**config.mk**
```make
export PLATFORM = sky130hd
export DESIGN_NAME = infix_to_postfix_converter
export DESIGN_NICKNAME = d
export VERILOG_FILES = /design/src/hw/rtl/itp_pkg.sv /design/src/hw/rtl/itp_rom.sv /design/src/hw/rtl/itp_stack.sv /design/src/hw/rtl/itp_out.sv /design/src/hw/rtl/infix_to_postfix_converter.sv
export SDC_FILE = /design/constraint.sdc
export NUM_CORES = 1
export LEC_CHECK = 0
export BUFFER_PORTS_ARGS = -buffer_cell sky130_fd_sc_hd__buf_4
export CORE_UTILIZATION = 35
export CTS_BUF_LIST = sky130_fd_sc_hd__clkbuf_4
export CTS_CLUSTER_DIAMETER = 100
export CTS_CLUSTER_SIZE = 40
export DETAILED_ROUTE_END_ITERATION = 7
export PLACE_DENSITY = 0.54
export SLEW_MARGIN = 20
export SYNTH_ARGS = -nofsm -noshare
export SYNTH_HDL_FRONTEND = slang
export SYNTH_HIERARCHICAL = 1
export SYNTH_SLANG_ARGS = --single-unit
```
**constraint.sdc**
```tcl
create_clock -name i_clk -period 8.05 [get_ports i_clk]
set_clock_uncertainty 0.1 [all_clocks]
set_input_delay 0.805 -clock i_clk [delete_from_list [all_inputs] [get_ports i_clk]]
set_output_delay 0.805 -clock i_clk [all_outputs]
set_load 0.02 [all_outputs]
```
**src/hw/rtl/itp_pkg.sv**
```systemverilog
package itp_pkg;

    localparam int STACK_DEPTH_DEF = 16;
    localparam int MAX_RESULTS     = 36;
    localparam int ECNT_W          = $clog2(MAX_RESULTS + 1);

    localparam logic [7:0] CH_NUL    = 8'h00;
    localparam logic [7:0] CH_SPACE  = 8'h20;
    localparam logic [7:0] CH_LPAREN = 8'h28;
    localparam logic [7:0] CH_RPAREN = 8'h29;
    localparam logic [7:0] CH_STAR   = 8'h2A;
    localparam logic [7:0] CH_PLUS   = 8'h2B;
    localparam logic [7:0] CH_MINUS  = 8'h2D;
    localparam logic [7:0] CH_SLASH  = 8'h2F;
    localparam logic [7:0] CH_ZERO   = 8'h30;
    localparam logic [7:0] CH_CARET  = 8'h5E;
    localparam logic [7:0] CH_FN_C   = 8'h63;
    localparam logic [7:0] CH_FN_E   = 8'h65;
    localparam logic [7:0] CH_FN_L   = 8'h6C;
    localparam logic [7:0] CH_FN_S   = 8'h73;
    localparam logic [7:0] CH_FN_T   = 8'h74;

    typedef logic [4:0] t_addr;

    localparam t_addr S_IDLE   = 5'd0;
    localparam t_addr S_DISP   = 5'd1;
    localparam t_addr S_PH1    = 5'd2;
    localparam t_addr S_PH2A   = 5'd3;
    localparam t_addr S_PH2B   = 5'd4;
    localparam t_addr S_PH2C   = 5'd5;
    localparam t_addr S_PH2D   = 5'd6;
    localparam t_addr S_PH3    = 5'd7;
    localparam t_addr S_NEGA   = 5'd8;
    localparam t_addr S_NEGB   = 5'd9;
    localparam t_addr S_OPR    = 5'd10;
    localparam t_addr S_OPR_P  = 5'd11;
    localparam t_addr S_OPR_S  = 5'd12;
    localparam t_addr S_PUSH   = 5'd13;
    localparam t_addr S_RP     = 5'd14;
    localparam t_addr S_RP_T   = 5'd15;
    localparam t_addr S_RP_P   = 5'd16;
    localparam t_addr S_RP_S   = 5'd17;
    localparam t_addr S_RP_LP  = 5'd18;
    localparam t_addr S_RP_F   = 5'd19;
    localparam t_addr S_RP_FP  = 5'd20;
    localparam t_addr S_RP_FS  = 5'd21;
    localparam t_addr S_OPND   = 5'd22;
    localparam t_addr S_OPND_S = 5'd23;
    localparam t_addr S_FLUSH  = 5'd24;
    localparam t_addr S_FL_T   = 5'd25;
    localparam t_addr S_FL_P   = 5'd26;
    localparam t_addr S_FL_S   = 5'd27;
    localparam t_addr S_FIN    = 5'd28;

    localparam logic [1:0] PH_IDLE    = 2'd0;
    localparam logic [1:0] PH_SKIP    = 2'd1;
    localparam logic [1:0] PH_LITERAL = 2'd2;
    localparam logic [1:0] PH_CLOSER  = 2'd3;

    typedef enum logic [2:0] {
        EM_NONE,
        EM_CH,
        EM_SPACE,
        EM_TOP,
        EM_ZERO,
        EM_MINUS
    } t_emit_sel;

    typedef enum logic [1:0] {
        SO_NONE,
        SO_PUSH,
        SO_POP
    } t_stk_op;

    typedef enum logic [1:0] {
        JM_NEXT,
        JM_COND,
        JM_ALWAYS,
        JM_DISPATCH
    } t_jmp;

    typedef enum logic [2:0] {
        C_NO_ACC,
        C_NO_PREC_POP,
        C_EMPTY,
        C_TOP_LP,
        C_NOT_TOPFUNC,
        C_NOT_LA_SEP,
        C_NOT_LAST
    } t_cond;

    typedef struct packed {
        t_emit_sel  emit;
        t_stk_op    stk;
        t_jmp       jmp;
        t_cond      cond;
        t_addr      target;
        logic       phase_wr;
        logic [1:0] phase_val;
        logic       chk_close;
        logic       finish;
        logic       ready;
    } t_uword;

    typedef struct packed {
        logic       push;
        logic       pop;
        logic       clear;
        logic [7:0] wdata;
    } t_stk_ctl;

    typedef struct packed {
        logic       empty;
        logic       full;
        logic       paren_zero;
        logic [7:0] top;
    } t_stk_stat;

    typedef struct packed {
        logic       emit;
        logic       finish;
        logic [7:0] ch;
    } t_out_ctl;

    typedef struct packed {
        logic pend_valid;
        logic busy;
    } t_out_stat;

    function automatic logic is_func(input logic [7:0] c);
        return (c == CH_FN_S) || (c == CH_FN_C) || (c == CH_FN_T) ||
               (c == CH_FN_E) || (c == CH_FN_L);
    endfunction

    function automatic logic is_oper(input logic [7:0] c);
        return (c == CH_PLUS) || (c == CH_MINUS) || (c == CH_STAR) ||
               (c == CH_SLASH) || (c == CH_CARET) || is_func(c);
    endfunction

    function automatic logic [2:0] prec(input logic [7:0] c);
        logic [2:0] p;
        p = 3'd0;
        if ((c == CH_PLUS) || (c == CH_MINUS)) begin
            p = 3'd1;
        end else if ((c == CH_STAR) || (c == CH_SLASH)) begin
            p = 3'd2;
        end else if (c == CH_CARET) begin
            p = 3'd3;
        end else if (is_func(c)) begin
            p = 3'd4;
        end
        return p;
    endfunction

    function automatic logic is_sep(input logic [7:0] c);
        return (c == CH_PLUS) || (c == CH_MINUS) || (c == CH_STAR) ||
               (c == CH_SLASH) || (c == CH_CARET) || (c == CH_LPAREN) ||
               (c == CH_RPAREN) || (c == CH_NUL);
    endfunction

endpackage

```
**src/hw/rtl/itp_rom.sv**
```systemverilog
module itp_rom (
    input  itp_pkg::t_addr  i_pc,
    output itp_pkg::t_uword o_word
);
    import itp_pkg::*;

    always_comb begin
        o_word = '{emit: EM_NONE, stk: SO_NONE, jmp: JM_NEXT, cond: C_NO_ACC,
                   target: S_IDLE, phase_wr: 1'b0, phase_val: PH_IDLE,
                   chk_close: 1'b0, finish: 1'b0, ready: 1'b0};
        unique case (i_pc)
            S_IDLE: begin
                o_word.ready  = 1'b1;
                o_word.jmp    = JM_COND;
                o_word.cond   = C_NO_ACC;
                o_word.target = S_IDLE;
            end
            S_DISP: begin
                o_word.chk_close = 1'b1;
                o_word.jmp       = JM_DISPATCH;
            end
            S_PH1: begin
                o_word.phase_wr  = 1'b1;
                o_word.phase_val = PH_LITERAL;
                o_word.jmp       = JM_ALWAYS;
                o_word.target    = S_FLUSH;
            end
            S_PH2A: begin
                o_word.emit      = EM_CH;
                o_word.phase_wr  = 1'b1;
                o_word.phase_val = PH_CLOSER;
            end
            S_PH2B: begin
                o_word.emit = EM_SPACE;
            end
            S_PH2C: begin
                o_word.emit = EM_MINUS;
            end
            S_PH2D: begin
                o_word.emit   = EM_SPACE;
                o_word.jmp    = JM_ALWAYS;
                o_word.target = S_FLUSH;
            end
            S_PH3: begin
                o_word.phase_wr  = 1'b1;
                o_word.phase_val = PH_IDLE;
                o_word.jmp       = JM_ALWAYS;
                o_word.target    = S_FLUSH;
            end
            S_NEGA: begin
                o_word.emit      = EM_ZERO;
                o_word.phase_wr  = 1'b1;
                o_word.phase_val = PH_SKIP;
            end
            S_NEGB: begin
                o_word.emit   = EM_SPACE;
                o_word.jmp    = JM_ALWAYS;
                o_word.target = S_FLUSH;
            end
            S_OPR: begin
                o_word.jmp    = JM_COND;
                o_word.cond   = C_NO_PREC_POP;
                o_word.target = S_PUSH;
            end
            S_OPR_P: begin
                o_word.emit = EM_TOP;
                o_word.stk  = SO_POP;
            end
            S_OPR_S: begin
                o_word.emit   = EM_SPACE;
                o_word.jmp    = JM_ALWAYS;
                o_word.target = S_OPR;
            end
            S_PUSH: begin
                o_word.stk    = SO_PUSH;
                o_word.jmp    = JM_ALWAYS;
                o_word.target = S_FLUSH;
            end
            S_RP: begin
                o_word.jmp    = JM_COND;
                o_word.cond   = C_EMPTY;
                o_word.target = S_FLUSH;
            end
            S_RP_T: begin
                o_word.jmp    = JM_COND;
                o_word.cond   = C_TOP_LP;
                o_word.target = S_RP_LP;
            end
            S_RP_P: begin
                o_word.emit = EM_TOP;
                o_word.stk  = SO_POP;
            end
            S_RP_S: begin
                o_word.emit   = EM_SPACE;
                o_word.jmp    = JM_ALWAYS;
                o_word.target = S_RP;
            end
            S_RP_LP: begin
                o_word.stk = SO_POP;
            end
            S_RP_F: begin
                o_word.jmp    = JM_COND;
                o_word.cond   = C_NOT_TOPFUNC;
                o_word.target = S_FLUSH;
            end
            S_RP_FP: begin
                o_word.emit = EM_TOP;
                o_word.stk  = SO_POP;
            end
            S_RP_FS: begin
                o_word.emit   = EM_SPACE;
                o_word.jmp    = JM_ALWAYS;
                o_word.target = S_FLUSH;
            end
            S_OPND: begin
                o_word.emit   = EM_CH;
                o_word.jmp    = JM_COND;
                o_word.cond   = C_NOT_LA_SEP;
                o_word.target = S_FLUSH;
            end
            S_OPND_S: begin
                o_word.emit = EM_SPACE;
            end
            S_FLUSH: begin
                o_word.jmp    = JM_COND;
                o_word.cond   = C_NOT_LAST;
                o_word.target = S_FIN;
            end
            S_FL_T: begin
                o_word.jmp    = JM_COND;
                o_word.cond   = C_EMPTY;
                o_word.target = S_FIN;
            end
            S_FL_P: begin
                o_word.emit = EM_TOP;
                o_word.stk  = SO_POP;
            end
            S_FL_S: begin
                o_word.emit   = EM_SPACE;
                o_word.jmp    = JM_ALWAYS;
                o_word.target = S_FL_T;
            end
            S_FIN: begin
                o_word.finish = 1'b1;
                o_word.jmp    = JM_ALWAYS;
                o_word.target = S_IDLE;
            end
            default: begin
                o_word.jmp    = JM_ALWAYS;
                o_word.target = S_IDLE;
            end
        endcase
    end

endmodule

```
**src/hw/rtl/itp_stack.sv**
```systemverilog
module itp_stack #(
    parameter int STACK_DEPTH = itp_pkg::STACK_DEPTH_DEF
) (
    input  logic                i_clk,
    input  logic                i_rst_n,
    input  itp_pkg::t_stk_ctl   i_ctl,
    output itp_pkg::t_stk_stat  o_stat
);
    import itp_pkg::*;

    localparam int CW = $clog2(STACK_DEPTH + 1);
    localparam int AW = $clog2(STACK_DEPTH);
    localparam logic [CW-1:0] FULL = CW'(STACK_DEPTH);

    logic [7:0]    mem [STACK_DEPTH];
    logic [CW-1:0] r_count;
    logic [CW-1:0] n_count;
    logic [CW-1:0] r_lp_cnt;
    logic [CW-1:0] n_lp_cnt;
    logic [7:0]    r_top;
    logic [AW-1:0] rd_addr;
    logic          push_ok;
    logic          pop_ok;

    always_comb begin
        push_ok  = i_ctl.push && (r_count != FULL);
        pop_ok   = i_ctl.pop && (r_count != '0);
        n_count  = r_count;
        n_lp_cnt = r_lp_cnt;
        if (i_ctl.clear) begin
            n_count  = '0;
            n_lp_cnt = '0;
        end else if (push_ok) begin
            n_count = r_count + CW'(1);
            if (i_ctl.wdata == CH_LPAREN) begin
                n_lp_cnt = r_lp_cnt + CW'(1);
            end
        end else if (pop_ok) begin
            n_count = r_count - CW'(1);
            if (r_top == CH_LPAREN) begin
                n_lp_cnt = r_lp_cnt - CW'(1);
            end
        end
        rd_addr = (n_count == '0) ? '0 : AW'(n_count - CW'(1));
        o_stat.empty      = (r_count == '0);
        o_stat.full       = (r_count == FULL);
        o_stat.paren_zero = (r_lp_cnt == '0);
        o_stat.top        = r_top;
    end

    always_ff @(posedge i_clk) begin
        if (!i_rst_n) begin
            r_count  <= '0;
            r_lp_cnt <= '0;
        end else begin
            r_count  <= n_count;
            r_lp_cnt <= n_lp_cnt;
        end
    end

    always_ff @(posedge i_clk) begin
        if (push_ok && !i_ctl.clear) begin
            mem[r_count[AW-1:0]] <= i_ctl.wdata;
        end
        if (push_ok && !i_ctl.clear) begin
            r_top <= i_ctl.wdata;
        end else begin
            r_top <= mem[rd_addr];
        end
    end

`ifndef SYNTHESIS
    a_count_max: assert property (@(posedge i_clk) disable iff (!i_rst_n)
        r_count <= FULL)
        else $error("Stack count exceeds the stack depth.");
    a_lp_le_count: assert property (@(posedge i_clk) disable iff (!i_rst_n)
        r_lp_cnt <= r_count)
        else $error("Open parenthesis count exceeds the stack count.");
    a_full_push: assert property (@(posedge i_clk) disable iff (!i_rst_n)
        i_ctl.push && (r_count == FULL) && !i_ctl.clear |=> r_count == $past(r_count))
        else $error("A push onto a full stack changed the count.");
`endif

endmodule

```
**src/hw/rtl/itp_out.sv**
```systemverilog
module itp_out (
    input  logic               i_clk,
    input  logic               i_rst_n,
    input  itp_pkg::t_out_ctl  i_ctl,
    input  logic               i_err,
    input  logic               i_out_ready,
    output itp_pkg::t_out_stat o_stat,
    output logic               o_out_valid,
    output logic [7:0]         o_char_out,
    output logic               o_last_of_run,
    output logic               o_error_flag
);
    import itp_pkg::*;

    logic       r_pend_valid;
    logic [7:0] r_pend_char;
    logic       r_out_valid;
    logic [7:0] r_out_char;
    logic       r_out_last;
    logic       r_out_err;
    logic       move;

    always_comb begin
        move              = (i_ctl.emit || i_ctl.finish) && r_pend_valid;
        o_stat.pend_valid = r_pend_valid;
        o_stat.busy       = r_out_valid && !i_out_ready;
        o_out_valid       = r_out_valid;
        o_char_out        = r_out_char;
        o_last_of_run     = r_out_last;
        o_error_flag      = r_out_err;
    end

    always_ff @(posedge i_clk) begin
        if (!i_rst_n) begin
            r_pend_valid <= 1'b0;
            r_out_valid  <= 1'b0;
        end else begin
            if (i_ctl.emit) begin
                r_pend_valid <= 1'b1;
            end else if (i_ctl.finish) begin
                r_pend_valid <= 1'b0;
            end
            if (move) begin
                r_out_valid <= 1'b1;
            end else if (i_out_ready) begin
                r_out_valid <= 1'b0;
            end
        end
    end

    always_ff @(posedge i_clk) begin
        if (i_ctl.emit) begin
            r_pend_char <= i_ctl.ch;
        end
        if (move) begin
            r_out_char <= r_pend_char;
            r_out_last <= i_ctl.finish;
            r_out_err  <= i_err;
        end
    end

endmodule

```
**src/hw/rtl/infix_to_postfix_converter.sv**
```systemverilog
// Streaming infix-to-postfix converter with a bounded operator stack.
// The input channel (i_in_valid, o_in_ready) takes one infix character per
// transaction, with the character after it and a flag on the final one.
// The output channel (o_out_valid, i_out_ready) returns postfix characters,
// a space after each token, with a flag on the last character caused by an
// input transaction and the sticky error of the current expression.
// A microprogram runs each item at one control word per cycle while the
// output does not stall, and one item is taken at a time.
// A finished character waits in a pending register and then in the output
// register, so the converter keeps working while the receiver stalls until
// both are full, and then holds its step.
// Reset empties the stack, clears the error and the negative-literal phase,
// and drops any character not yet delivered.
module infix_to_postfix_converter #(
    parameter int STACK_DEPTH = itp_pkg::STACK_DEPTH_DEF
) (
    input  logic       i_clk,
    input  logic       i_rst_n,
    input  logic       i_in_valid,
    output logic       o_in_ready,
    input  logic [7:0] i_char_in,
    input  logic [7:0] i_lookahead_char,
    input  logic       i_end_of_expr,
    output logic       o_out_valid,
    input  logic       i_out_ready,
    output logic [7:0] o_char_out,
    output logic       o_last_of_run,
    output logic       o_error_flag
);
    import itp_pkg::*;

    t_addr                r_pc;
    t_addr                n_pc;
    t_uword               word;
    logic [7:0]           r_ch;
    logic [7:0]           r_la;
    logic                 r_last;
    logic [1:0]           r_phase;
    logic [1:0]           n_phase;
    logic                 r_err;
    logic                 n_err;
    logic [ECNT_W-1:0]    r_ecnt;
    logic [ECNT_W-1:0]    n_ecnt;
    t_stk_ctl             stk_ctl;
    t_stk_stat            stk_stat;
    t_out_ctl             out_ctl;
    t_out_stat            out_stat;
    logic                 accept;
    logic                 cond_true;
    logic                 eff_emit;
    logic                 stall;
    t_addr                disp_tgt;

    itp_rom u_rom (
        .i_pc   (r_pc),
        .o_word (word)
    );

    itp_stack #(
        .STACK_DEPTH (STACK_DEPTH)
    ) u_stack (
        .i_clk   (i_clk),
        .i_rst_n (i_rst_n),
        .i_ctl   (stk_ctl),
        .o_stat  (stk_stat)
    );

    itp_out u_out (
        .i_clk         (i_clk),
        .i_rst_n       (i_rst_n),
        .i_ctl         (out_ctl),
        .i_err         (r_err),
        .i_out_ready   (i_out_ready),
        .o_stat        (out_stat),
        .o_out_valid   (o_out_valid),
        .o_char_out    (o_char_out),
        .o_last_of_run (o_last_of_run),
        .o_error_flag  (o_error_flag)
    );

    always_comb begin
        o_in_ready = word.ready;
        accept     = i_in_valid && word.ready;

        case (word.cond)
            C_NO_ACC:      cond_true = !accept;
            C_NO_PREC_POP: cond_true = stk_stat.empty || (prec(r_ch) > prec(stk_stat.top));
            C_EMPTY:       cond_true = stk_stat.empty;
            C_TOP_LP:      cond_true = (stk_stat.top == CH_LPAREN);
            C_NOT_TOPFUNC: cond_true = stk_stat.empty || !is_func(stk_stat.top);
            C_NOT_LA_SEP:  cond_true = !is_sep(r_la);
            C_NOT_LAST:    cond_true = !r_last;
            default:       cond_true = 1'b0;
        endcase

        if (r_phase == PH_SKIP) begin
            disp_tgt = S_PH1;
        end else if (r_phase == PH_LITERAL) begin
            disp_tgt = S_PH2A;
        end else if (r_phase == PH_CLOSER) begin
            disp_tgt = S_PH3;
        end else if (is_oper(r_ch)) begin
            disp_tgt = S_OPR;
        end else if ((r_ch == CH_LPAREN) && (r_la == CH_MINUS)) begin
            disp_tgt = S_NEGA;
        end else if (r_ch == CH_LPAREN) begin
            disp_tgt = S_PUSH;
        end else if (r_ch == CH_RPAREN) begin
            disp_tgt = S_RP;
        end else begin
            disp_tgt = S_OPND;
        end

        eff_emit = (word.emit != EM_NONE) && (r_ecnt < ECNT_W'(MAX_RESULTS));
        stall    = (eff_emit || word.finish) && out_stat.pend_valid && out_stat.busy;

        unique case (word.jmp)
            JM_NEXT:     n_pc = r_pc + t_addr'(1);
            JM_COND:     n_pc = cond_true ? word.target : r_pc + t_addr'(1);
            JM_ALWAYS:   n_pc = word.target;
            JM_DISPATCH: n_pc = disp_tgt;
            default:     n_pc = S_IDLE;
        endcase
        if (stall) begin
            n_pc = r_pc;
        end

        case (word.emit)
            EM_CH:    out_ctl.ch = r_ch;
            EM_SPACE: out_ctl.ch = CH_SPACE;
            EM_TOP:   out_ctl.ch = stk_stat.top;
            EM_ZERO:  out_ctl.ch = CH_ZERO;
            EM_MINUS: out_ctl.ch = CH_MINUS;
            default:  out_ctl.ch = CH_SPACE;
        endcase
        out_ctl.emit   = eff_emit && !stall;
        out_ctl.finish = word.finish && !stall;

        stk_ctl.push  = (word.stk == SO_PUSH) && !stall;
        stk_ctl.pop   = (word.stk == SO_POP) && !stall;
        stk_ctl.clear = word.finish && r_last && !stall;
        stk_ctl.wdata = r_ch;

        n_err = r_err;
        if (word.chk_close && (r_phase == PH_IDLE) && (r_ch == CH_RPAREN) &&
            stk_stat.paren_zero) begin
            n_err = 1'b1;
        end
        if (stk_ctl.push && stk_stat.full) begin
            n_err = 1'b1;
        end
        if (stk_ctl.clear) begin
            n_err = 1'b0;
        end

        n_phase = r_phase;
        if (word.phase_wr && !stall) begin
            n_phase = word.phase_val;
        end
        if (stk_ctl.clear) begin
            n_phase = PH_IDLE;
        end

        n_ecnt = r_ecnt;
        if (accept) begin
            n_ecnt = '0;
        end else if (out_ctl.emit) begin
            n_ecnt = r_ecnt + ECNT_W'(1);
        end
    end

    always_ff @(posedge i_clk) begin
        if (!i_rst_n) begin
            r_pc    <= S_IDLE;
            r_phase <= PH_IDLE;
            r_err   <= 1'b0;
            r_ecnt  <= '0;
        end else begin
            r_pc    <= n_pc;
            r_phase <= n_phase;
            r_err   <= n_err;
            r_ecnt  <= n_ecnt;
        end
    end

    always_ff @(posedge i_clk) begin
        if (accept) begin
            r_ch   <= i_char_in;
            r_la   <= i_lookahead_char;
            r_last <= i_end_of_expr;
        end
    end

`ifndef SYNTHESIS
    a_end_clears: assert property (@(posedge i_clk) disable iff (!i_rst_n)
        (r_pc == S_FIN) && r_last && !stall
        |=> stk_stat.empty && (r_phase == PH_IDLE) && !r_err)
        else $error("State not cleared after the final character.");
    a_idle_no_pend: assert property (@(posedge i_clk) disable iff (!i_rst_n)
        (r_pc == S_IDLE) |-> !out_stat.pend_valid)
        else $error("A pending character outlived its input transaction.");
    a_ecnt_max: assert property (@(posedge i_clk) disable iff (!i_rst_n)
        r_ecnt <= ECNT_W'(MAX_RESULTS))
        else $error("Result count exceeds the per-item limit.");
`endif

endmodule
```
After elaboration in Yosys (flattened, before gate mapping)
Memories as Yosys holds them, arrays and structs flattened. Index checks and enable logic that the tools add are counted. Widths: inputs -> output; s select.

Add/subtract/negate cells: 7. Order comparisons: 2. Eq/ne operators: 79. Muxes and demuxes: 47. Bitwise operators: 1. Reductions and logical operators: 82.

Operators with widths (number): $eq 8x6->1 const B (17); $eq 8x7->1 const B (13); $mux 5 (15); $eq 5x5->1 const B (14); $eq 5x4->1 const B (8); $pmux 5 s7 (1); $pmux 8 s4 (1); $mux 3 (10); $logic_or 1x1->1 (27); $logic_and 1x1->1 (21); $eq 5x3->1 const B (4); $logic_not 5->1 (4); $pmux 5 s4 (1); $pmux 3 s6 (1); $reduce_or 8->1 (2); $add 5x1->5 const B (3); $eq 3x3->1 const B (5); $pmux 3 s5 (1); $pmux 3 s4 (1); $mux 1 (11); $eq 2x2->1 const B (5); $eq 5x2->1 const B (2); $reduce_bool 2->1 (5); $reduce_or 10->1 (1); other kinds (28) (45).

Flip-flop bits (word level): 69. RAM bits: 128. Output and inout port bits: 12. Memories: 1.

Memory list: u_stack.mem (depth 16, width 8, read ports 1, clocked after memory_dff 0, write ports 1, line itp_stack.sv:15) `logic [7:0] mem [STACK_DEPTH];`.

Logic depth before layout (Yosys ltp)
An unclocked memory read counts as a cell.

Depth after elaboration: 18. Gate-level depth with buffers: 24. Depth with buffers taken out: 18.

Cells and area by module
Netlist, hierarchy kept.

Modules (own cells, without submodules): itp_stack (instances 1, cells each 499, area each 6541.3 um^2, seq. area each 4204.0 um^2); infix_to_postfix_converter (instances 1, cells each 256, area each 2192.1 um^2, seq. area each 790.8 um^2); itp_rom (instances 1, cells each 95, area each 705.7 um^2, seq. area each 0.0 um^2); itp_out (instances 1, cells each 26, area each 623.1 um^2, seq. area each 580.6 um^2).

Least setup slack after synthesis
No wires, ideal clock.

Path kind: reg2reg. From: register r_pc[0]. To: register u_stack.r_top[5]. Setup time: 0.117 ns. Arrival time: 5.046 ns. Required time: 7.833 ns. Slack: 2.786 ns. Cell stages (with the launch flop): 23. Buffers on the path: 5. Clock period less this slack: 5.264 ns. Cells stage by stage: dfxtp_1 buf_6 nand2_1 o22a_1 nor3_1 or3_1 a21oi_1 nor2_1 nor3b_1 clkbuf_1 a22oi_1 mux2_2 inv_2 clkbuf_1 buf_1 ha_1 nand4_1 nand3b_1 o21ai_1 buf_2 o2bb2ai_1 a211o_1 a32o_1.

RTL lines: start: declaration (line infix_to_postfix_converter.sv:32) `t_addr r_pc;`; start signal: assignment (line infix_to_postfix_converter.sv:179) `r_pc <= n_pc;`; end signal: assignment (line itp_stack.sv:66) `r_top <= i_ctl.wdata;`; end signal: assignment (line itp_stack.sv:68) `r_top <= mem[rd_addr];`; end: declaration (line itp_stack.sv:20) `logic [7:0] r_top;`.

==> run metrics <==
drt drc 0; total CTS buffers 17; Vias between 7000 and 8000; synthesis-to-finish area growth 8.77%; Synth Warn # 6; Critical Path AT a little under 7 ns; Post-DP HPWL roughly 17000 um; Port Buffers 32; critical path type flop to flop; Reg area roughly 5600 um^2; Max Freq approximately 150 MHz; die area 29400 um^2; GRT Overall Usage between 15 and 20%; drt first pass iters 5; overall routed net length 25800 um; Synth Flop Type edfxtp_1; Synth area leaders edfxtp_1 49%, dfxtp_1 6.8%, mux2i_1 3.8%; async set or reset register ratio after synthesis 0%; Flop pwr share between 40% and 50%; Final setup viols 0; Iteration-0 DRC Markers 617; Setup Fix Bufs, Post-CTS 0; initial antenna violation count 1; Worst Setup Start Kind flop; final-layout fill cell count 2770; Gate power share approximately a third; Mapped Nets around 910; Cell variety after synth 93; Tmin final 6.51 ns; Via-to-Cell Ratio 5.55; Pint around 1.8 mW; Crit path required time ~8.5 ns; syn_area_per_cell roughly 11 um^2; clock latency on the worst-skew pair about 0.60 ns; Yosys reg bits approximately 200; count leader, synth edfxtp_1; crit path max fanout 27; top-level I/O count 33; Slowest cell on crit path dfxtp_1; delay-heaviest family, CP compound AO/OA/AOI/OAI gates; outcome finished, final reports clean; Pwr Density 263 nW/um^2; register area share after synthesis between 50% and 60%; Final #Nets 930; deepest clock path buffer count 2; worst slew pin tran 0.962 ns; H-Tree Depth 4; Pwr Total 2.88 mW; Final Hold Vio Count 0; post-cts sizing count 0; gp weighted congestion around 0.85; Critical Path Sink Type flop; Worst Hold Class input port to flop; number of hold buffers added after cts 0; Mapped Area around 10000 um^2; multi-input logic area slightly above 4000 um^2; Clock Pin Slew Worst Setup and Hold Paths about 0.19 ns; CTS Sinks approximately 200; DRT antenna net count 0; Post-synth EDFFs between 150 and 200; sw frac between 30% and 40%; Buf+Inv Stages, Crit Path 3; Place WS about 1.7 ns; share of post-route cells with drive strength above 1 a little under an eighth; list of most frequent post-synthesis cells 163 x edfxtp_1, 84 x nand2_1, 75 x nor2_1; die span in y around 170 um; Core Area approximately 28000 um^2; period utilisation layout about four fifths; power share of the clock group between 10% and 20%; # rows 61; CTS tree built; GR Overflow Total 0; Mapped Cells 876; Final TNS setup 0 ns; largest net degree at the start of global routing 51; final setup margin about 1.5 ns; Hold WS 0.264 ns; DR WL/cell 20.1 um; first-pass GRT wire length 40100 um; Die W approximately 170 um; vias in the first global route ~6900; LEAKAGE about 3.6 nW; max cap viols 0; maximum VDD drop between 0.0001 and 0.00015 V; top cell type's share of synthesized area a little under 50%; Max Slew Vio Count 0; Switch Pwr ~1.1 mW; sequence of cells on the critical path nand2b_1 -> o32a_1 -> o31ai_1 -> buf_4 -> or3_1 -> a21oi_1 -> nor2_1 -> nor3b_1 -> a22oi_1 -> mux2_2 -> inv_2 -> ha_1 -> inv_1 -> o22ai_2 -> o2bb2ai_1 -> a211o_1 -> a32o_1; Initial Util between 30% and 40%; max_slew headroom between 30% and 40%; cell accounting for the most synthesized area edfxtp_1; CP max stage delay 0.95 ns; RSZ-0062 raised after global routing false; clock root buffer clkbuf_4
area by class of cell:
cell class | count | share of cell area [%]
inverters | 21 | 0.720
multi-input cells | 609 | 37.8
repair buffers | 48 | 3.29
well taps | 378 | 4.32
flip-flops and latches | 197 | 50.9
diodes | 1 | 0.0229
clock inverters | 14 | 1.67
clock buffers | 18 | 1.23
metal layers:
layer / up-vias / part of all wire (%) / wire, um / track usage (%)
li1: 3386 / - / - / -
met1: 3531 / 47 / 12100 / 25.0
met2: 191 / 46 / 12000 / 29.0
met3: 27 / 5.2 / 1360 / 3.82
met4: 0 / 1.4 / 355 / 4.74
met5: - / 0 / 0 / 0
path summary, 6_finish.rpt:
path	slack [ns]	start	depth (start not counted)	end
worst max-delay path	1.54	r_pc[0]	17	u_stack/r_top[4]
worst min-delay path	0.26	i_char_in[3]	1	r_ch[3]
worst max register to register	1.54	r_pc[0]	17	u_stack/r_top[4]
worst min register to register	0.34	u_out/r_pend_char[0]	0	u_out/o_char_out[0]
power by group through the flow:
stage	clock (mW)	combinational (mW)	sequential (mW)
global route	0.620	1.03	1.40
global placement	0	0.922	1.41
detailed placement	0	0.924	1.41
finish	0.565	0.929	1.38
floorplan	0	0.690	1.37
CTS	0.583	0.927	1.38
cells in the final DEF, fill, tap and decap left out, types with 19 or more instances in the layout:
cell type / netlist / final
nand2b_1: 20 / 20
edfxtp_1: 163 / 163
mux2i_1: 38 / 38
nor2_1: 75 / 75
nand2_1: 84 / 84
nor3_1: 27 / 27
inv_1: 19 / 19
buf_4: 8 / 48
dfxtp_1: 34 / 34
a21oi_1: 39 / 39
per-stage QoR:
step	util, %	std cells	area [um^2]
floorplan	-	876	10100
global placement	37.9	1253	10600
detailed placement	37.9	1253	10600
CTS	39.1	1285	10900
global route	39.1	1286	10900
finish	39.1	1286	10900
cell families after synthesis:
family          count (synthesis)  synth area share [%]
simple gates                  331                  17.6
compound gates                205                  16.0
flops                         197                  55.4
buf+inv                        70                  3.48
mux                            40                  4.04
xor+xnor                       18                  1.57
fa+ha+maj                      15                  1.94
sequential cells by signal, indices dropped and copies added (netlist names):
register	count
r_err	1
u_out/o_last_of_run	1
r_pc	5
u_out/o_error_flag	1
u_out/r_pend_valid	1
u_out/o_char_out	8
r_last	1
u_out/o_out_valid	1
r_ch	8
r_ecnt	6
u_stack/r_top	8
u_stack/r_lp_cnt	5
r_phase	2
u_stack/mem	128
u_out/r_pend_char	8
r_la	8
u_stack/r_count	5
worst register-to-register path, cell delays in order, from the launching register on:
cell and delay [ns]:
dfxtp_1 0.95, nand2b_1 0.28, o32a_1 0.17, o31ai_1 0.07, buf_4 0.22, or3_1 0.39, a21oi_1 0.17, nor2_1 0.15
nor3b_1 0.80, a22oi_1 0.23, mux2_2 0.35, inv_2 0.38, ha_1 0.35, inv_1 0.49, o22ai_2 0.44, o2bb2ai_1 0.30
a211o_1 0.33, a32o_1 0.27
No activity file was read; power rests on OpenSTA's default activity.
